File: config.mk
export PLATFORM = sky130hd
export DESIGN_NAME = rpc_cell
export DESIGN_NICKNAME = d
export VERILOG_FILES = /design/src/rpc_pkg.sv /design/src/rpc_cell.sv
export SDC_FILE = /design/constraint.sdc
export NUM_CORES = 1
export LEC_CHECK = 0
export BUFFER_PORTS_ARGS = -buffer_cell sky130_fd_sc_hd__buf_2
export CAP_MARGIN = 20
export CORE_MARGIN = 2
export CORE_UTILIZATION = 48
export DETAILED_ROUTE_END_ITERATION = 8
export PLACE_DENSITY = 0.77
export SLEW_MARGIN = 15
export SYNTH_ARGS = -nofsm -noshare
export SYNTH_HDL_FRONTEND = slang
export SYNTH_SLANG_ARGS = --single-unit
File: constraint.sdc
create_clock -name clk_i -period 2.4 [get_ports clk_i]
set_input_delay 0.48 -clock clk_i [delete_from_list [all_inputs] [get_ports clk_i]]
set_output_delay 0.48 -clock clk_i [all_outputs]
set_load 0.02 [all_outputs]
File: src/rpc_pkg.sv
// ----------------------------------------------------------------------------
// Reverse pair counter package
// Shared constants and the probe record that travels down the cell chain.
// ----------------------------------------------------------------------------
package rpc_pkg;

  // Capacity of the value store, one cell per stored value.
  localparam int MAX_ITEMS = 1024;

  localparam int VALUE_W    = 32;
  localparam int IDX_W      = (MAX_ITEMS > 2) ? $clog2(MAX_ITEMS) : 1;
  localparam int CNT_W      = $clog2(MAX_ITEMS + 1);
  localparam int HIT_W      = IDX_W;
  localparam int PAIR_W     = 19;
  localparam int SUM_W      = ((HIT_W > PAIR_W) ? HIT_W : PAIR_W) + 1;
  localparam int OUT_DATA_W = ((PAIR_W + 7) / 8) * 8;

  localparam logic [PAIR_W-1:0] PAIR_MAX = {PAIR_W{1'b1}};
  localparam logic [CNT_W-1:0]  FULL_CNT = CNT_W'(MAX_ITEMS);

  // A probe is one input value on its way past the stored values.
  // rem counts the cells still to compare against before the probe reaches
  // its own storage slot; done is set once it has been stored (or dropped).
  typedef struct packed {
    logic                      valid;
    logic                      last;
    logic                      drop;
    logic                      done;
    logic [IDX_W-1:0]          rem;
    logic [HIT_W-1:0]          hits;
    logic signed [VALUE_W-1:0] value;
  } probe_t;

endpackage

File: src/rpc_cell.sv
// ----------------------------------------------------------------------------
// Reverse pair counter cell
// Holds one stored value, compares each passing probe against it and hands
// the probe on to the next cell.
// ----------------------------------------------------------------------------
module rpc_cell (
  input  logic           clk_i,
  input  logic           rst_ni,
  input  logic           adv_i,
  input  rpc_pkg::probe_t probe_i,
  output rpc_pkg::probe_t probe_o
);
  import rpc_pkg::*;

  logic signed [VALUE_W-1:0] held_q;
  probe_t                    probe_q;
  probe_t                    probe_d;
  logic signed [VALUE_W:0]   held_ext;
  logic signed [VALUE_W:0]   twice;
  logic                      cmp_en;
  logic                      store_en;
  logic                      hit;

  assign held_ext = {held_q[VALUE_W-1], held_q};
  assign twice    = {probe_i.value, 1'b0};

  // The value in this cell belongs to the current sequence exactly when the
  // probe still has cells left before its own slot.
  assign cmp_en   = probe_i.valid && !probe_i.done && (probe_i.rem != '0);
  assign store_en = probe_i.valid && !probe_i.done && (probe_i.rem == '0);
  assign hit      = cmp_en && (held_ext > twice);

  always_comb begin
    probe_d = probe_i;
    if (hit) begin
      probe_d.hits = probe_i.hits + HIT_W'(1);
    end
    if (cmp_en) begin
      probe_d.rem = probe_i.rem - IDX_W'(1);
    end
    if (store_en) begin
      probe_d.done = 1'b1;
    end
  end

  always_ff @(posedge clk_i) begin
    if (adv_i && store_en) begin
      held_q <= probe_i.value;
    end
  end

  always_ff @(posedge clk_i or negedge rst_ni) begin
    if (!rst_ni) begin
      probe_q <= '0;
    end else if (adv_i) begin
      probe_q <= probe_d;
    end
  end

  assign probe_o = probe_q;

endmodule

==> key figures, run 1 <==
Timing
  • Worst setup margin: -104.3 ps
  • Fin. max-slew vios: 0
  • Final setup fails: 7
  • Worst Tran Pin Value: approximately 660 ps
  • Hold slack: between 100 and 150 ps
  • Setup TNS: -526.2 ps
  • RSZ-0062 raised after global routing: true
  • Tmin final: approximately 2500 ps
  • Tcrit/Tclk final: 1.043
  • Max_slew headroom: 0.5578
  • Top achievable clock speed: 0.3993 GHz
  • Final Hold Vio Count: 0
  • Setup Skew: 13.12 ps

Synthesis
  • Yosys warnings: 0
  • FF+latch count, synth: 88
  • Gate Count Post-Synth: 373
  • Ys async rst share: 0.6364
  • Synth Cell Area: 0.004392 sq mm
  • Distinct cell type count after synthesis: 50
  • Sequential share of the synthesized area: 0.5379
  • Syn_nets: 466
  • Avg Cell Area, Syn: 11.77 sq um
  • Number of flops mapped to enable cells by yosys: 32
  • Synth Flop Type: dfrtp_1

Final layout
  • Storage element area: 0.002362 sq mm
  • Layout fillers: 686
  • Layout overhead on the synthesized area: 32.31%
  • Nets@finish: approximately 630
  • Share of cells above drive strength 1: 0.4583
  • Multi-input logic area: 0.002014 sq mm
  • # diodes: 0
  • Fin util: 0.6598

Global routing
  • Tot GR Track Use: 0.2091
  • Antenna violations before repair: 0
  • Largest net degree at the start of global routing: between 40 and 50
  • Vias in the first global route: about 3600
  • Grt ovf: 0
  • First-pass GRT wire length: 16.60 mm

Status
  • Failing checks: negative setup slack
  • Status: complete, but fails checks

Die
  • Ports: 115
  • Die ar.: 0.009930 sq mm
  • Die Y: 99.65 um
  • Initial core utilization: 0.4987
  • Num rows: 34
  • Chip width: 99.65 um
  • Core Region: 0.008806 sq mm

Power
  • Sw Share: 0.2961
  • Sequential share of power: 0.508
  • Pwr Density: 576.1 mW/mm^2
  • Peak supply drop: between 0.3 and 0.4 mV
  • Tot Pwr: around 3.3 mW
  • Comb pwr share: 0.199
  • Pleak: 2.642 nW
  • Clk network pwr share: 0.294
  • Internal: 2.356 mW
  • Sw Pwr: roughly 990 uW

Clock network
  • Htree depth: 3
  • Worst-skew pair later-pin latency: 360 ps
  • Clk sinks: 88
  • CTS tree: yes
  • Root Buffer: clkbuf_8
  • Longest Clk Path Bufs: 2
  • CTS buffer count: 9
  • CTS Hold Bufs: 0
  • Worst-path clk slew: around 100 ps

Setup path
  • CP cell instances: ha_4, nand4_4, nor4_4, nand2_2, nor3_4, o31ai_4, buf_6, or3_4, a31oi_1
  • Critical path launch point type: register
  • Critical path arrival: 2780 ps
  • CP top delay family: simple AND/OR/NAND/NOR gates
  • Critical Path Sink Type: register
  • Crit path max-delay cell type: edfxtp_1
  • Worst endpoint required time: 2680 ps
  • CP Class: register to register
  • CP Max Fanout: 6
  • Worst Path Buf+Inv: 1
  • Worst path max stage delay: around 480 ps

Route
  • Iter 0 DRT Violations: 141
  • Post-route DRC: 0
  • Drt via density: 5.295
  • Drt pass-1 iters: 4
  • Routed wire per std cell: about 16 um
  • Post-route ant nets: 0
  • Post-Route WL: between 10 and 15 mm
  • DR vias: 3426

Run
  • Max-Cap Viols: 0

Placement
  • Pre-CTS WS: -360.1 ps
  • PortBufs: 114
  • GP Congestion: 0.8184
  • DPL Wire Length: 7.348 mm

Min path
  • HP Class: primary input to async pin
-- cells in the final DEF (no fill, tap or decap), types with 3 or more instances in the layout --
cell type | Yosys | final
nor2_1 | 24 | 23
inv_6 | 0 | 3
clkbuf_8 | 0 | 10
mux2_2 | 36 | 36
buf_12 | 0 | 3
nand2_1 | 21 | 19
a21oi_1 | 25 | 23
buf_6 | 1 | 4
inv_1 | 38 | 38
nor4_1 | 3 | 3
nand3_1 | 7 | 6
ha_1 | 34 | 30
a31oi_1 | 10 | 10
edfxtp_1 | 32 | 32
o21ai_0 | 10 | 6
nand2b_1 | 4 | 4
dfrtp_1 | 56 | 56
nor2b_1 | 6 | 6
o211ai_1 | 4 | 4
nand4_1 | 11 | 11
xnor2_1 | 5 | 5
buf_2 | 0 | 114
ha_4 | 0 | 4
buf_4 | 0 | 39
-- timing repair --
item                       in CTS  in global routing
pin swaps                      15                 16
setup endpoints to repair       6                 10
buffers inserted               10                  1
resized for setup              16                 21
-- routing by layer --
layer | vias up | track usage | wire length [um] | part of all wire
li1 | 1664 | - | - | -
met1 | 1632 | 0.2548 | 4245 | 0.42
met2 | 114 | 0.3758 | 5150 | 0.51
met3 | 16 | 0.03654 | 489 | 0.049
met4 | 0 | 0.06849 | 159 | 0.016
met5 | - | 0 | 0 | 0
-- final cells by class --
cell class	instances	area share
flip-flops and latches	88	0.4065
multi-input cells	237	0.3467
repair buffers	160	0.1667
inverters	38	0.02455
clock buffers	10	0.02369
well taps	108	0.02326
clock inverters	6	0.008613
-- cell families after synthesis --
kind of cell / after synthesis / share of synthesized area
AO/OA/AOI/OAI: 62 / 0.08775
XOR/XNOR: 7 / 0.01396
adder cells (fa/ha/maj): 34 / 0.09687
buffers and inverters: 48 / 0.04274
flip-flops: 88 / 0.5379
multiplexers: 37 / 0.09459
AND/OR/NAND/NOR: 97 / 0.1262
-- per-stage QoR --
step,cell area [sq um],instances
after detailed placement,5361,621
after global placement,5361,621
after CTS,5687,646
after floorplan,4393,373
after global routing,5811,647
final,5811,647
-- synth_stat cells, drive strengths merged, types with 2 or more instances --
master  instances  area (sq um)
or3             5         33.78
nand2          22         85.09
nand2b          4         25.02
ha             34         425.4
clkbuf          5         18.77
o211ai          4         30.03
mux2           36         405.4
o21a            2         16.27
edfxtp         32         960.9
xnor2           5         43.79
nand4          12         81.33
xor2            2         17.52
nor2           25         96.35
o21ai          10         50.05
buf             5         26.27
nor3            3         20.02
inv            38         142.6
dfrtp          56          1401
nand3           7         35.03
nor4            5         61.31
a21oi          25         125.1
or2             2         12.51
a31oi          10         62.56
nor2b           6         37.54
-- worst paths after layout --
path | from | endpoint | slack, ps | depth (start not counted)
worst max-delay path | held_q[31] | probe_o[39] | -100 | 9
min in group clk_i | probe_i[25] | held_q[25] | 320 | 1
worst min-delay path | rst_ni | probe_o[11] | 140 | 1
worst max register to register | held_q[31] | probe_o[39] | -100 | 9
max in group asynchronous | rst_ni | probe_o[54] | 1650 | 2
worst min register to register | probe_o[7] | probe_o[7] | 510 | 1
-- state kept, by name (all words and copies together), names as in the netlist --
signal,cells
probe_o,56
held_q,32
-- worst reg2reg max path, delay by kind of cell, from the launching register on --
kind	cells	cell delay, ps
and+or+nand+nor	5	1200
buffers and inverters	1	140
AOI/OAI and AO/OA	2	290
DFF	1	480
adders and majority gates	1	330
-- power groups by stage --
stage | clock [mW] | combinational, mW | sequential [mW]
floorplan | 0 | 0.217 | 1.85
global placement | 0 | 0.605 | 1.73
detailed placement | 0 | 0.623 | 1.73
CTS | 1.02 | 0.646 | 1.70
global route | 1.06 | 0.726 | 1.71
finish | 0.984 | 0.665 | 1.70
Note: power is estimated with default switching activity, not from simulation.
==> run 2: changes to the inputs <==
- ABC_AREA: default -> 1
- PLACE_DENSITY: 0.77 -> 0.78
==> key figures, run 2 <==
Status
  • Status: complete, no violations

Min path
  • HP Class: primary input to async pin

Die
  • Die Y: 100.6 um (+0.99%)
  • Chip width: 100.6 um (+0.99%)
  • Die ar.: 0.01013 sq mm (+2.0%)
  • Initial core utilization: 0.4898 (-0.008906)
  • Ports: 115 (unchanged)
  • Num rows: 35 (+2.9%)
  • Core Region: 0.009153 sq mm (+3.9%)

Final layout
  • Multi-input logic area: 0.001823 sq mm (-9.5%)
  • Storage element area: 0.002362 sq mm (unchanged)
  • Share of cells above drive strength 1: 0.2591 (-0.1992)
  • Cell area after layout: 0.005403 sq mm (-7.0%)
  • Nets@finish: 694 (+11%)
  • Final Non-Filler Cells: 717 (+11%)
  • Max reg flops: 56 (unchanged)
  • # diodes: 0 (unchanged)
  • Most common cell after layout, fill and taps aside: nand2_1
  • Most frequent cells in the layout: nand2_1, buf_2, dfrtp_1, inv_1, o21ai_0
  • Layout overhead on the synthesized area: 20.51%
  • Layout fillers: 809 (+18%)

Setup path
  • Worst r2r src: held_q[31]
  • Most used cell along the critical path: nand2_1
  • CP Max Fanout: 11 (+5)
  • Critical Path Start: held_q[31]
  • Flop2flop setup slack: 240 ps (+340 ps)
  • Worst endpoint required time: 2640 ps (-40 ps)
  • Critical path launch point type: register
  • Crit path max-delay cell type: edfxtp_1
  • CP Class: register to register
  • Worst path max stage delay: 400 ps (-80 ps)
  • CP cell instances: ha_1, nand2_1, nor2_2, nand2_1, nor2_1, nand2_1, nand3_2, nand3_2, nand2_1, nand2_1, nand2_1, nand2_1
  • CP top delay family: simple AND/OR/NAND/NOR gates
  • Critical path arrival: 2410 ps (-370 ps)
  • Critical Path Sink Type: register
  • Worst Path Buf+Inv: 0 (-1)

Timing
  • Final Hold Vio Count: 0 (unchanged)
  • RSZ-0062 raised after global routing: false
  • Max_slew headroom: 0.5192 (-0.03859)
  • Worst Tran Pin Value: 721.2 ps (+57.88 ps)
  • Setup Skew: 15.11 ps (+1.996 ps)
  • Final setup fails: 0 (-7)
  • Tcrit/Tclk final: 0.9020 (-0.1414)
  • Tmin final: 2165 ps (-339.4 ps)
  • Fin. max-slew vios: 0 (unchanged)
  • Top achievable clock speed: 0.4619 GHz (+16%)

Clock network
  • CTS tree: yes
  • Root Buffer: clkbuf_8
  • CTS Hold Bufs: 0 (unchanged)
  • Clk sinks: 88 (unchanged)
  • Worst-path clk slew: 90 ps (about the same)
  • # Post-CTS Setup Buffers: 0 (-10)
  • Worst-skew pair later-pin latency: 350 ps (about the same)
  • CTS buffer count: 9 (unchanged)
  • Post-CTS Resized: 0 (-16)
  • Longest Clk Path Bufs: 2 (unchanged)
  • Htree depth: 3 (unchanged)

Placement
  • GP Congestion: 0.8651 (+5.7%)
  • PortBufs: 114 (unchanged)
  • DPL Wire Length: 7.388 mm (+0.55%)
  • Placed Cells: 701 (+13%)
  • Placed Area: 0.005177 sq mm (-3.4%)

Power
  • Pwr Density: 626.4 mW/mm^2 (+8.7%)
  • Peak supply drop: 0.2616 mV (-27%)
  • Pleak: 2.756 nW (+4.3%)

Global routing
  • Tot GR Track Use: 0.2037 (-0.005416)
  • First-pass GRT wire length: 16.37 mm (-1.4%)
  • Antenna violations before repair: 0 (unchanged)
  • Vias in the first global route: 3500 (-2.2%)
  • Grt ovf: 0 (unchanged)
  • Largest net degree at the start of global routing: 86 (+76%)

Route
  • DR vias: 3538 (+3.3%)
  • Drt pass-1 iters: 4 (unchanged)
  • Routed wire per std cell: 13.87 um (-11%)
  • Post-route ant nets: 0 (unchanged)
  • Post-Route WL: 9.943 mm (-1.0%)
  • Drt via density: 4.934 (-6.8%)
  • Iter 0 DRT Violations: 137 (-2.8%)
  • Post-route DRC: 0 (unchanged)

Synthesis
  • Yosys warnings: 0 (unchanged)
  • Synth Flop Type: dfrtp_1
  • FF+latch count, synth: 88 (unchanged)
  • Top cell type's share of synthesized area: 0.3126 (-0.006501)
  • Avg Cell Area, Syn: 9.224 sq um (-22%)
  • Area contributors post-synth: dfrtp_1, edfxtp_1, nand2_1
  • Syn_nets: 579 (+24%)
  • Distinct cell type count after synthesis: 34 (-32%)
  • Gate Count Post-Synth: 486 (+30%)
  • Synth cell count leaders: nand2_1, dfrtp_1, inv_1
  • Largest area contributor in the netlist: dfrtp_1
  • Top-count cell post-synth: nand2_1
  • Synth Cell Area: 0.004483 sq mm (+2.1%)
  • Number of flops mapped to enable cells by yosys: 32 (unchanged)
  • Sequential share of the synthesized area: 0.5269 (-0.01096)
  • Ys async rst share: 0.6364 (unchanged)

Run
  • Max-Cap Viols: 0 (unchanged)
-- run 2: where the power goes --
group | internal (mW) | leakage [nW] | switching [mW] | total (mW)
logic | 0.194 | 1.68 | 0.366 | 0.560
registers | 1.64 | 0.964 | 0.0481 | 1.69
clock network | 0.589 | 0.110 | 0.543 | 1.13
total | 2.43 | 2.76 | 0.956 | 3.38
-- run 2: area by class of cell --
type,count,share of cell area
well taps,111,0.02571
clock buffers,9,0.02293
inverters,57,0.03960
clock inverters,7,0.01760
multi-input cells,326,0.3374
flip-flops and latches,88,0.4372
repair buffers,119,0.1195
-- run 2: routing by layer --
layer  track usage  routed length [um]  up-vias
met5             0                   0        -
met4       0.06428                 141        0
met3       0.02566                 396       11
met2        0.3385                4857       81
met1        0.2792                4548     1643
li1              -                   -     1803
-- run 2: logic make-up after synthesis --
| family | Yosys count | synth area share |
|---|---|---|
| XOR/XNOR | 13 | 0.02540 |
| AND/OR/NAND/NOR | 218 | 0.2099 |
| flip-flops | 88 | 0.5269 |
| buffers and inverters | 72 | 0.06949 |
| adder cells (fa/ha/maj) | 34 | 0.09489 |
| AO/OA/AOI/OAI | 61 | 0.07341 |
-- run 2: path summary, 6_finish.rpt --
path | to | cells past startpoint
min in group clk_i | held_q[23] | 1
max reg2reg | probe_o[36] | 12
max | probe_o[36] | 12
min reg2reg | probe_o[54] | 2
max in group asynchronous | probe_o[35] | 2
min | probe_o[5] | 1
-- run 2: through the flow --
stage	hold WS (ps)	utilization	total power, mW	setup TNS (ps)	worst slack, ps
after global placement	450.4	0.5657	2.273	-34.80	-9.068
after detailed placement	455.0	0.5657	2.288	0	3.640
after floorplan	184.4	-	2.051	0	16.85
after CTS	190.1	0.5896	3.413	0	215.3
final	171.3	0.5903	3.384	0	235.2
after global routing	212.0	0.5903	3.540	0	50.22
