<file path="config.mk">
export PLATFORM = sky130hd
export DESIGN_NAME = rpc_collect
export DESIGN_NICKNAME = d
export VERILOG_FILES = /design/src/rpc_pkg.sv /design/src/rpc_collect.sv
export SDC_FILE = /design/constraint.sdc
export NUM_CORES = 1
export LEC_CHECK = 0
export ABC_AREA = 1
export BUFFER_PORTS_ARGS = -buffer_cell sky130_fd_sc_hd__buf_2
export CORE_MARGIN = 2
export CORE_UTILIZATION = 50
export CTS_CLUSTER_DIAMETER = 100
export DETAILED_ROUTE_END_ITERATION = 10
export GPL_TIMING_DRIVEN = 0
export PLACE_DENSITY = 0.8
export SETUP_SLACK_MARGIN = 0.1
export SLEW_MARGIN = 25
export SYNTH_ARGS = -nofsm -noshare
export SYNTH_HDL_FRONTEND = slang
export SYNTH_SLANG_ARGS = --single-unit
</file>
<file path="constraint.sdc">
create_clock -name clk_i -period 2.3 [get_ports clk_i]
set_clock_uncertainty 0.1 [all_clocks]
set_input_delay 0.115 -clock clk_i [delete_from_list [all_inputs] [get_ports clk_i]]
set_output_delay 0.115 -clock clk_i [all_outputs]
set_load 0.01 [all_outputs]
</file>
<file path="src/rpc_pkg.sv">
// ----------------------------------------------------------------------------
// Reverse pair counter package
// Shared constants and the probe record that travels down the cell chain.
// ----------------------------------------------------------------------------
package rpc_pkg;

  // Capacity of the value store, one cell per stored value.
  localparam int MAX_ITEMS = 1024;

  localparam int VALUE_W    = 32;
  localparam int IDX_W      = (MAX_ITEMS > 2) ? $clog2(MAX_ITEMS) : 1;
  localparam int CNT_W      = $clog2(MAX_ITEMS + 1);
  localparam int HIT_W      = IDX_W;
  localparam int PAIR_W     = 19;
  localparam int SUM_W      = ((HIT_W > PAIR_W) ? HIT_W : PAIR_W) + 1;
  localparam int OUT_DATA_W = ((PAIR_W + 7) / 8) * 8;

  localparam logic [PAIR_W-1:0] PAIR_MAX = {PAIR_W{1'b1}};
  localparam logic [CNT_W-1:0]  FULL_CNT = CNT_W'(MAX_ITEMS);

  // A probe is one input value on its way past the stored values.
  // rem counts the cells still to compare against before the probe reaches
  // its own storage slot; done is set once it has been stored (or dropped).
  typedef struct packed {
    logic                      valid;
    logic                      last;
    logic                      drop;
    logic                      done;
    logic [IDX_W-1:0]          rem;
    logic [HIT_W-1:0]          hits;
    logic signed [VALUE_W-1:0] value;
  } probe_t;

endpackage

</file>
<file path="src/rpc_collect.sv">
// ----------------------------------------------------------------------------
// Reverse pair counter result collector
// Sums the hits of probes leaving the chain and registers the sequence total.
// ----------------------------------------------------------------------------
module rpc_collect (
  input  logic                      clk_i,
  input  logic                      rst_ni,
  input  logic                      adv_i,
  input  rpc_pkg::probe_t           probe_i,
  input  logic                      out_ready_i,
  output logic                      out_valid_o,
  output logic [rpc_pkg::PAIR_W-1:0] pair_count_o,
  output logic                      overflowed_o
);
  import rpc_pkg::*;

  logic [PAIR_W-1:0] acc_q;
  logic [PAIR_W-1:0] acc_d;
  logic              ovf_q;
  logic              ovf_d;
  logic              out_valid_q;
  logic [PAIR_W-1:0] pair_q;
  logic              flag_q;
  logic [SUM_W-1:0]  sum;
  logic              take;

  assign take = adv_i && probe_i.valid;
  assign sum  = SUM_W'(acc_q) + SUM_W'(probe_i.hits);

  // The total saturates at the largest value the result field can carry.
  always_comb begin
    if (sum > SUM_W'(PAIR_MAX)) begin
      acc_d = PAIR_MAX;
    end else begin
      acc_d = sum[PAIR_W-1:0];
    end
    ovf_d = ovf_q || probe_i.drop;
  end

  always_ff @(posedge clk_i or negedge rst_ni) begin
    if (!rst_ni) begin
      acc_q       <= '0;
      ovf_q       <= 1'b0;
      out_valid_q <= 1'b0;
    end else begin
      if (out_valid_q && out_ready_i) begin
        out_valid_q <= 1'b0;
      end
      if (take) begin
        if (probe_i.last) begin
          acc_q       <= '0;
          ovf_q       <= 1'b0;
          out_valid_q <= 1'b1;
        end else begin
          acc_q <= acc_d;
          ovf_q <= ovf_d;
        end
      end
    end
  end

  always_ff @(posedge clk_i) begin
    if (take && probe_i.last) begin
      pair_q <= acc_d;
      flag_q <= ovf_d;
    end
  end

  assign out_valid_o  = out_valid_q;
  assign pair_count_o = pair_q;
  assign overflowed_o = flag_q;

endmodule

</file>
==> results.cfg, run 1 <==
[worst_setup_path]
cp.arrival_ns = 2.01
critical-path-top-delay-family = simple AND/OR/NAND/NOR gates
path_common_cell = nand2_2
startpoint_type = flop
critPathCaptureType = flop
path_cells = ha_1 > nand2_1 > inv_1 > a21oi_1 > nand2_2 > nand2_2 > nand2_4 > nand2_4 > buf_12 > nand2_2
path_max_fanout = 10
critical_path_buf_inv_count = 2
cp_data_required_time_ns = 2.25
crit_path_top_delay_cell = dfrtp_1
cp_slowest_stage_delay_ns = 0.39
worstSetupPathType = flop to flop

[sta]
clock.fmax_ghz = 0.486
slew_violations = 0
finalCritPeriodShare_pct = 89.4
timing_hold_violations_final = 0
setup_viol = 0
rsz0062_at_grt = no
hold_ws_ns = 0.0232
tightestPinTransition_ns = 0.751
max-slew-margin-rel_pct = 49.7
fin_crit_ns = 2.06
worst_slack_ns = 0.244

[finish]
post-route-cell-area_mm2 = 0.00280
layout.nets = 414
n_fill_cell = 397
area_growth_pct = 18.4
final_cell_count_no_fill = 398
drive_gt1_share_pct = 19.5
post-route-util_pct = 60.5
diodes = 0

[synthesis]
synth_compound_area_share_pct = 3.12
synthSimpleGateAreaFrac_pct = 33.3
syn_area_per_cell_um2 = 8.02
ys_warn_count = 0
synth_top_family_by_area = simple AND/OR/NAND/NOR gates
netlist_instances = 295
ys_ff_latch = 41
synth_fa_ha_area_share_pct = 6.14
synth.mux.area_fraction_pct = 0
synth-xor-area-share_pct = 2.59
synth-seq-area-share_pct = 47.6
synth_nets = 366
synth_cell_types = 27
syn_area_mm2 = 0.00236

[die]
initial_core_util_pct = 51.1
dieWidth_um = 72.8
die_h_um = 72.8
die_area_mm2 = 0.00530
core-area_mm2 = 0.00463
rows = 25
ios = 81

[global_route]
grt_pass1_wl_um = 8330
grt_usage_pct = 20.8
antenna_found_initial = 0
grt_overflow = 0
grt_max_degree = 22
grt_pass1_vias = 1818

[pwr]
powerDensity_mw_per_mm2 = 826
vdd_ir_drop_max_mv = 0.399
p_leak_nw = 1.49

[flow_run]
drv_cap = 0

[worst_hold_path]
hp-class = input port to flop

[clock_network]
clkTransAtPathRegs_ns = 0.08
cts_sinks = 41
clk_latency_ns = 0.30
clockRootBuffer = clkbuf_8
cts_tree = yes
cts_buffers = 5
cts.htree.levels = 2
ctsLongestPathBuffers = 2

[routing]
vias_per_cell = 4.91
ant_nets = 0
wirelength_um = 4890
drcViolationCount = 0
dr.first_iter.drc_count = 92
vias = 1953
drt_first_pass_iters = 4
wl_per_cell_um = 12.3

[place]
dp_cells = 387
place_area_mm2 = 0.00264
preCtsSetupSlack_ns = 0.217
gp_congestion = 0.910
io_buffers = 37
hpwl_um = 3710

[outcome]
status = finished, final reports clean
==> per-layer routing <==
layer  wire [um]  vias up  global-route usage (%)
li1            -     1027                       -
met1        2330      874                    26.8
met2        2260       43                    33.8
met3         201        9                    4.01
met4         102        0                    9.47
met5           0        -                       0
==> logic make-up (layout without fill, tap and decap cells) <==
group                    after synthesis  after routing
flip-flops                            41             41
AND/OR/NAND/NOR                      179            179
buffers and inverters                 43             92
XOR/XNOR                               7              7
adder cells (fa/ha/maj)               11             11
AO/OA/AOI/OAI                         14             14
==> where the power goes <==
part | switching (mW) | internal, mW
Combinational | 0.458 | 0.295
Clock | 0.259 | 0.353
Sequential | 0.0531 | 0.894
==> synth_stat cells (all sizes together) <==
cell type	instances	area (um^2)
inv	39	146
nand2	134	558
ha	10	125
nand3	20	105
xor2	1	8.76
o211ai	1	7.51
nor3b	1	7.51
nor3	3	15.0
clkbuf	2	7.51
nand3b	3	22.5
edfxtp	20	601
nand4	4	25.0
xnor2	6	52.6
dfrtp	21	526
nor2	13	48.8
buf	2	16.3
a21oi	6	30.0
and2	1	6.26
o22ai	1	6.26
o21ai	6	30.0
fa	1	20.0
==> through the flow <==
step,power [mW],TNS [ns]
floorplan,1.53,0
finish,2.31,0
global route,2.46,0
global placement,1.68,-2.45
detailed placement,1.70,0
CTS,2.32,0
==> area by class of cell <==
cell class	count	area, um^2	share of cell area [%]
inverter	39	146	5.23
timing repair buffer	41	230	8.23
buffer	4	32.5	1.16
multi-input combinational	211	1080	38.4
tap	54	67.6	2.41
clock inverter	2	37.5	1.34
clock buffer	6	82.6	2.95
sequential	41	1130	40.2
==> worst register-to-register path, delay by kind of cell (launching register included) <==
kind / cells / cell delay, ns
fa+ha+maj: 1 / 0.33
simple gates: 6 / 0.60
compound gates: 1 / 0.16
flops: 1 / 0.39
buf+inv: 2 / 0.22
==> repair_timing <==
action / in CTS / in global routing
buffers inserted: 0 / 0
hold buffers: 3 / 0
gates resized for setup: 0 / 4
setup endpoints to repair: 0 / 17
endpoints found under the hold margin: 23 / 0
==> cell usage in the layout, fill, tap and decap left out, drive strengths merged <==
cell	Yosys	layout
xor2	1	1
clkbuf	2	8
ha	10	10
o21ai	6	6
nand3	20	20
nor3	3	3
edfxtp	20	20
dlygate4sd3	0	3
fa	1	1
inv	39	39
nand3b	3	3
a21oi	6	6
xnor2	6	6
nand2	134	134
dfrtp	21	21
and2	1	1
nor2	13	13
bufinv	0	1
nor3b	1	1
o22ai	1	1
clkinvlp	0	1
buf	2	40
o211ai	1	1
nand4	4	4
==> flip-flops by register name, summed over array words and instances (netlist names) <==
signal and flops:
acc_q 19, out_valid_o 1, pair_count_o 19, overflowed_o 1, ovf_q 1
==> worst paths after layout <==
check	startpoint	end	slack, ns	cells after the start
hold / removal	probe_i[54]	ovf_q$_DFFE_PN0P_	0.02	4
setup / recovery	acc_q[5]$_DFFE_PN0P_	pair_count_o[7]$_DFFE_PP_	0.24	10
hold reg to reg	acc_q[3]$_DFFE_PN0P_	acc_q[3]$_DFFE_PN0P_	0.39	2
max in group asynchronous	rst_ni	acc_q[4]$_DFFE_PN0P_	1.56	2
min in group asynchronous	rst_ni	acc_q[16]$_DFFE_PN0P_	0.20	2
setup reg to reg	acc_q[5]$_DFFE_PN0P_	pair_count_o[7]$_DFFE_PP_	0.24	10
Power figures use the tool's default switching activity.
==> run 2, diff against run 1 <==
==> constraint.sdc (replaced) <==
create_clock -name clk_i -period 2.05 [get_ports clk_i]
set_clock_uncertainty 0.1 [all_clocks]
set_input_delay 0.1025 -clock clk_i [delete_from_list [all_inputs] [get_ports clk_i]]
set_output_delay 0.1025 -clock clk_i [all_outputs]
set_load 0.01 [all_outputs]
==> run 2 against run 1 <==
Compared with the run above:
- register-to-register slack got worse by 0.13 ns
- die area unchanged
- clock power increased by 13%
- sequential share of layout area decreased by 4.8 points
- utilization increased by 8.2 points
- combinational power increased by 55%
- wire length increased by 18%
==> results.cfg, run 2 (synthesis results as in run 1) <==
[die]
rows = 25
core-area_mm2 = 0.00463
die_h_um = 72.8
dieWidth_um = 72.8
ios = 81
die_area_mm2 = 0.00530
initial_core_util_pct = 51.1

[global_route]
grt_pass1_vias = 1941
grt_max_degree = 22
grt_pass1_wl_um = 8920
antenna_found_initial = 0
grt_usage_pct = 22.3
grt_overflow = 0

[pwr]
swShare_pct = 34.2
clockPowerShare_pct = 23.4
total_power_mw = 2.95
combPwrFrac_pct = 39.7
p_leak_nw = 1.63
p_sw_mw = 1.01
powerDensity_mw_per_mm2 = 927
vdd_ir_drop_max_mv = 0.467
p_int_mw = 1.94
pwr-share-seq_pct = 36.9

[routing]
drt_first_pass_iters = 4
drcViolationCount = 0
wl_per_cell_um = 13.9
vias = 2146
vias_per_cell = 5.21
dr.first_iter.drc_count = 106
wirelength_um = 5750
ant_nets = 0

[finish]
drive_gt1_share_pct = 34.6
diodes = 0
final_common_cell = nand2_1
post-route-util_pct = 68.6
area_growth_pct = 34.4
layout.nets = 428
n_fill_cell = 352
final_cell_mix = nand2_1 (105), buf_2 (38), inv_1 (36), dfrtp_1 (21), edfxtp_1 (20)

[clock_network]
clkTransAtPathRegs_ns = 0.08
cts_sinks = 41
ctsLongestPathBuffers = 2
cts_buffers = 5
clockRootBuffer = clkbuf_8
cts_tree = yes
clk_latency_ns = 0.31
cts.htree.levels = 2

[sta]
setup_viol = 0
rsz0062_at_grt = yes
finalCritPeriodShare_pct = 94.6
fin_crit_ns = 1.94
hold_ws_ns = 0.00899
clock.fmax_ghz = 0.516
tightestPinTransition_ns = 0.747
timing_hold_violations_final = 0
max-slew-margin-rel_pct = 50.0
slew_violations = 0

[place]
hpwl_um = 3710
io_buffers = 37
gp_congestion = 0.910

[worst_setup_path]
cp.arrival_ns = 1.90
path_max_fanout = 3
worstSetupPathType = flop to flop
startpoint_type = flop
reg2reg_depth = 11
critPathCaptureType = flop
cp_data_required_time_ns = 2.01

[flow_run]
drv_cap = 0

[worst_hold_path]
hp-class = input port to flop
holdPathStages = 4

[outcome]
status = finished, final reports clean
run 2: changes by cell type in the layout (fill, tap and decap cells not counted), moves of 4 or more:
| cell | delta |
|---|---|
| ha_1 | -9 |
| nand3_2 | +10 |
| nand2_4 | +5 |
| nand3_1 | -10 |
| nand2_1 | -13 |
| buf_4 | +12 |
| nand2_2 | +7 |
| ha_4 | +8 |
| o21ai_0 | -4 |
run 2: layer usage:
metal | wire [um] | vias to the layer above | global-route usage (%)
met5 | 0 | - | 0
met4 | 125 | 0 | 9.05
met3 | 308 | 11 | 4.14
met2 | 2960 | 71 | 39.0
met1 | 2350 | 1009 | 27.2
li1 | - | 1055 | -
run 2: critical path: stages, from the launching register on:
cell and delay, ns:
dfrtp_1 0.36, ha_2 0.20, inv_2 0.04, fa_2 0.37, inv_2 0.07, nand4_1 0.08
nand2_2 0.12, nand2_2 0.07, nand2_2 0.09, nand2_1 0.05, nand2_1 0.08, nand3_2 0.07
run 2: power groups by stage:
stage          Combinational [mW]  Clock (mW)  Sequential [mW]
3_5_place_dp                0.831           0             1.08
2_1_floorplan               0.633           0             1.08
5_1_grt                      1.28       0.724             1.10
6_report                     1.17       0.690             1.09
4_1_cts                     0.963       0.704             1.08
3_3_place_gp                0.811           0             1.08
run 2: final cells by class:
class                   count  area (um^2)  area share [%]
inverters                  39          146            4.61
flip-flops and latches     41         1130            35.4
repair buffers             56          370            11.7
multi-input cells         211         1340            42.0
plain buffers               3         12.5           0.394
well taps                  54         67.6            2.13
clock buffers               6         82.6            2.60
clock inverters             2         37.5            1.18
run 2: final timing paths:
path | from | endpoint | slack [ns]
min reg2reg | ovf_q$_DFFE_PN0P_ | ovf_q$_DFFE_PN0P_ | 0.40
min | probe_i[54] | ovf_q$_DFFE_PN0P_ | 0.009
max | acc_q[0]$_DFFE_PN0P_ | pair_count_o[18]$_DFFE_PP_ | 0.11
max reg2reg | acc_q[0]$_DFFE_PN0P_ | pair_count_o[18]$_DFFE_PP_ | 0.11
min in group asynchronous | rst_ni | acc_q[18]$_DFFE_PN0P_ | 0.19
max in group asynchronous | rst_ni | acc_q[4]$_DFFE_PN0P_ | 1.32
run 2: through the flow:
| step | setup slack (ns) | area [um^2] | cells | setup TNS (ns) |
|---|---|---|---|---|
| floorplan | 0.171 | 2360 | 295 | 0 |
| global placement | -0.361 | 2620 | 386 | -7.23 |
| detailed placement | -0.0335 | 2640 | 387 | -0.152 |
| CTS | 0.101 | 2990 | 405 | 0 |
| global route | 0.00107 | 3180 | 412 | 0 |
| finish | 0.110 | 3180 | 412 | 0 |
run 2: timing repair:
item / 4_1_cts / 5_1_grt
cloned: 1 / 0
setup endpoints to repair: 30 / 36
buffers inserted: 6 / 8
pin swaps: 3 / 17
resized for setup: 16 / 45
hold buffers: 3 / 0
hold endpoints to repair: 23 / 0
==> run 3, diff against run 2 <==
--- a/config.mk
+++ b/config.mk
@@ -5,7 +5,6 @@
 export SDC_FILE = /design/constraint.sdc
 export NUM_CORES = 1
 export LEC_CHECK = 0
-export ABC_AREA = 1
 export BUFFER_PORTS_ARGS = -buffer_cell sky130_fd_sc_hd__buf_2
 export CORE_MARGIN = 2
 export CORE_UTILIZATION = 50
@@ -14,6 +13,7 @@
 export GPL_TIMING_DRIVEN = 0
 export PLACE_DENSITY = 0.8
 export SETUP_SLACK_MARGIN = 0.1
+export SKIP_LAST_GASP = 1
 export SLEW_MARGIN = 25
 export SYNTH_ARGS = -nofsm -noshare
 export SYNTH_HDL_FRONTEND = slang
==> run 3 against run 2 <==
Compared with the run above:
- the flow now finishes with violations (setup timing)
- utilization grew 4.5 points
- hold slack improved by 0.13 ns
- clock power fell by 15%
- clock-buffer cell count up 1
- critical path type unchanged
- critical endpoint is now pair_count_o[17]$_DFFE_PP_
- largest cell class unchanged
==> results.cfg, run 3 <==
[clock_network]
ctsLongestPathBuffers = 2
clk_latency_ns = 0.30
cts_tree = yes
cts_buffers = 5
cts.htree.levels = 2
clockRootBuffer = clkbuf_8
cts_sinks = 41
clkTransAtPathRegs_ns = 0.08

[global_route]
antenna_found_initial = 0
grt_pass1_vias = 1936
grt_usage_pct = 23.0
grt_overflow = 0
grt_max_degree = 22
grt_pass1_wl_um = 9050

[sta]
worst_slack_ns = -0.274
clock.fmax_ghz = 0.430
setup_viol = 37
finalCritPeriodShare_pct = 113
max-slew-margin-rel_pct = 43.1
fin_crit_ns = 2.32
rsz0062_at_grt = yes
timing_hold_violations_final = 0
tightestPinTransition_ns = 0.853
hold_ws_ns = 0.138
slew_violations = 0

[die]
core-area_mm2 = 0.00438
die_h_um = 71.5
ios = 81
rows = 24
initial_core_util_pct = 52.0
die_area_mm2 = 0.00512
dieWidth_um = 71.5

[finish]
diodes = 0
post-route-util_pct = 73.2
area_growth_pct = 40.6
n_fill_cell = 286
final_cell_mix = buf_2 (36), dfrtp_1 (21), edfxtp_1 (20), buf_4 (16)
drive_gt1_share_pct = 43.9
layout.nets = 357
final_common_cell = buf_2

[flow_run]
drv_cap = 0

[synthesis]
netlist_instances = 219
synth-seq-area-share_pct = 49.4
synth_edf_count = 20
syn_area_mm2 = 0.00228
synth_cell_types = 46
synth-main-ff-cell = dfrtp_1
ys_ff_latch = 41
yosysTopAreaCellShare_pct = 26.3
syn_area_per_cell_um2 = 10.4
yosysMostFrequentCell = nand2_1
yosys.area.top_type = edfxtp_1
synth_nets = 290
synthArstFlopShare_pct = 51.2
synth_commonest_cells = nand2_1 (23), dfrtp_1 (21), a21oi_1 (20), edfxtp_1 (20), inv_1 (11)
synth_area_leaders = edfxtp_1 (26%), dfrtp_1 (23%), ha_1 (5.5%), a21oi_1 (4.4%), a22o_1 (3.8%)
ys_warn_count = 0

[place]
gp_congestion = 0.817
io_buffers = 36
hpwl_um = 3450

[routing]
drcViolationCount = 0
dr.first_iter.drc_count = 105
ant_nets = 0
wl_per_cell_um = 17.2
drt_first_pass_iters = 4
vias_per_cell = 5.91
vias = 2005
wirelength_um = 5810

[worst_setup_path]
reg2reg_depth = 9
startpoint = acc_q[5]$_DFFE_PN0P_
cp.arrival_ns = 2.28
cp-endpoint = pair_count_o[17]$_DFFE_PP_
cp_slowest_stage_delay_ns = 0.43
cp_data_required_time_ns = 2.01
worstSetupPathType = flop to flop
regToRegEndpoint = pair_count_o[17]$_DFFE_PP_
startpoint_type = flop
crit_path_top_delay_cell = dfrtp_1
path_max_fanout = 8
critPathCaptureType = flop
regToRegSetupSlack_ns = -0.27
r2r_start = acc_q[5]$_DFFE_PN0P_
path_cells = ha_4 > a21oi_2 > a21bo_2 > a31o_4 > a21o_1 > buf_6 > buf_12 > nand3_2 > o21a_1

[worst_hold_path]
hp-class = input port to flop

[outcome]
violations = setup timing
status = finished, violations left

[pwr]
vdd_ir_drop_max_mv = 0.661
total_power_mw = 2.60
powerDensity_mw_per_mm2 = 810
p_leak_nw = 1.37
==> run 3: logic make-up (layout without fill, tap and decap cells) <==
family,after synthesis,in the layout,share of synthesized area [%]
AND/OR/NAND/NOR,65,65,14.1
AO/OA/AOI/OAI,71,71,21.6
adder cells (fa/ha/maj),11,11,6.36
flip-flops,41,41,49.4
buffers and inverters,22,90,4.99
XOR/XNOR,7,7,2.69
multiplexers,2,2,0.933
==> run 3: worst min path at each step <==
stage	start	to	slack [ns]	cells after the start
final	probe_i[55]	out_valid_o$_DFF_PN0_	0.14	4
after CTS	probe_i[32]	pair_count_o[0]$_DFFE_PP_	0.13	3
after floorplan	rst_ni	acc_q[0]$_DFFE_PN0P_	-0.29	0
after global placement	rst_ni	acc_q[4]$_DFFE_PN0P_	0.003	1
after global routing	probe_i[32]	pair_count_o[0]$_DFFE_PP_	0.15	3
after detailed placement	rst_ni	acc_q[4]$_DFFE_PN0P_	0.006	1
==> run 3: power by group <==
group,total [mW],switching (mW),internal [mW]
combinational,0.971,0.493,0.477
sequential,1.04,0.0587,0.981
clock,0.587,0.283,0.304
total,2.60,0.835,1.76
==> run 3: timing repair <==
action,CTS,global route
setup endpoints to repair,38,38
resized for setup,35,17
buffers inserted,16,5
endpoints found under the hold margin,24,0
cloned,1,0
hold buffers,3,0
pin swaps,20,15
==> run 3: area by class of cell <==
type,count,area [um^2],area share (%)
clock buffer,7,96.3,3.00
multi-input combinational,156,1370,42.7
clock inverter,1,5.00,0.156
inverter,11,41.3,1.29
timing repair buffer,61,419,13.1
tap,52,65.1,2.03
buffer,10,86.3,2.69
sequential,41,1130,35.1
==> run 3: stage by stage <==
stage          setup slack, ns  cell area (um^2)  setup TNS [ns]  std cells
4_1_cts                 -0.300              3080           -4.99        334
2_1_floorplan           -0.175              2400          -0.874        219
5_1_grt                 -0.331              3210           -8.26        339
6_report                -0.274              3210           -6.64        339
3_5_place_dp            -0.474              2640           -6.25        307
3_3_place_gp            -0.383              2640           -4.52        307
==> run 3: per-layer routing <==
metal / share of wire, % / track usage, % / up-vias
met5: 0 / 0 / -
met4: 1.8 / 8.81 / 0
met1: 42 / 29.8 / 973
met2: 50 / 38.8 / 71
li1: - / - / 950
met3: 6.0 / 4.08 / 11
==> run 3: worst max-delay path: cells and delay by family, from the launching register on <==
kind	cells	cell delay, ns
AOI/OAI and AO/OA	5	0.90
DFF	1	0.43
buffers and inverters	2	0.30
adders and majority gates	1	0.28
and+or+nand+nor	1	0.07
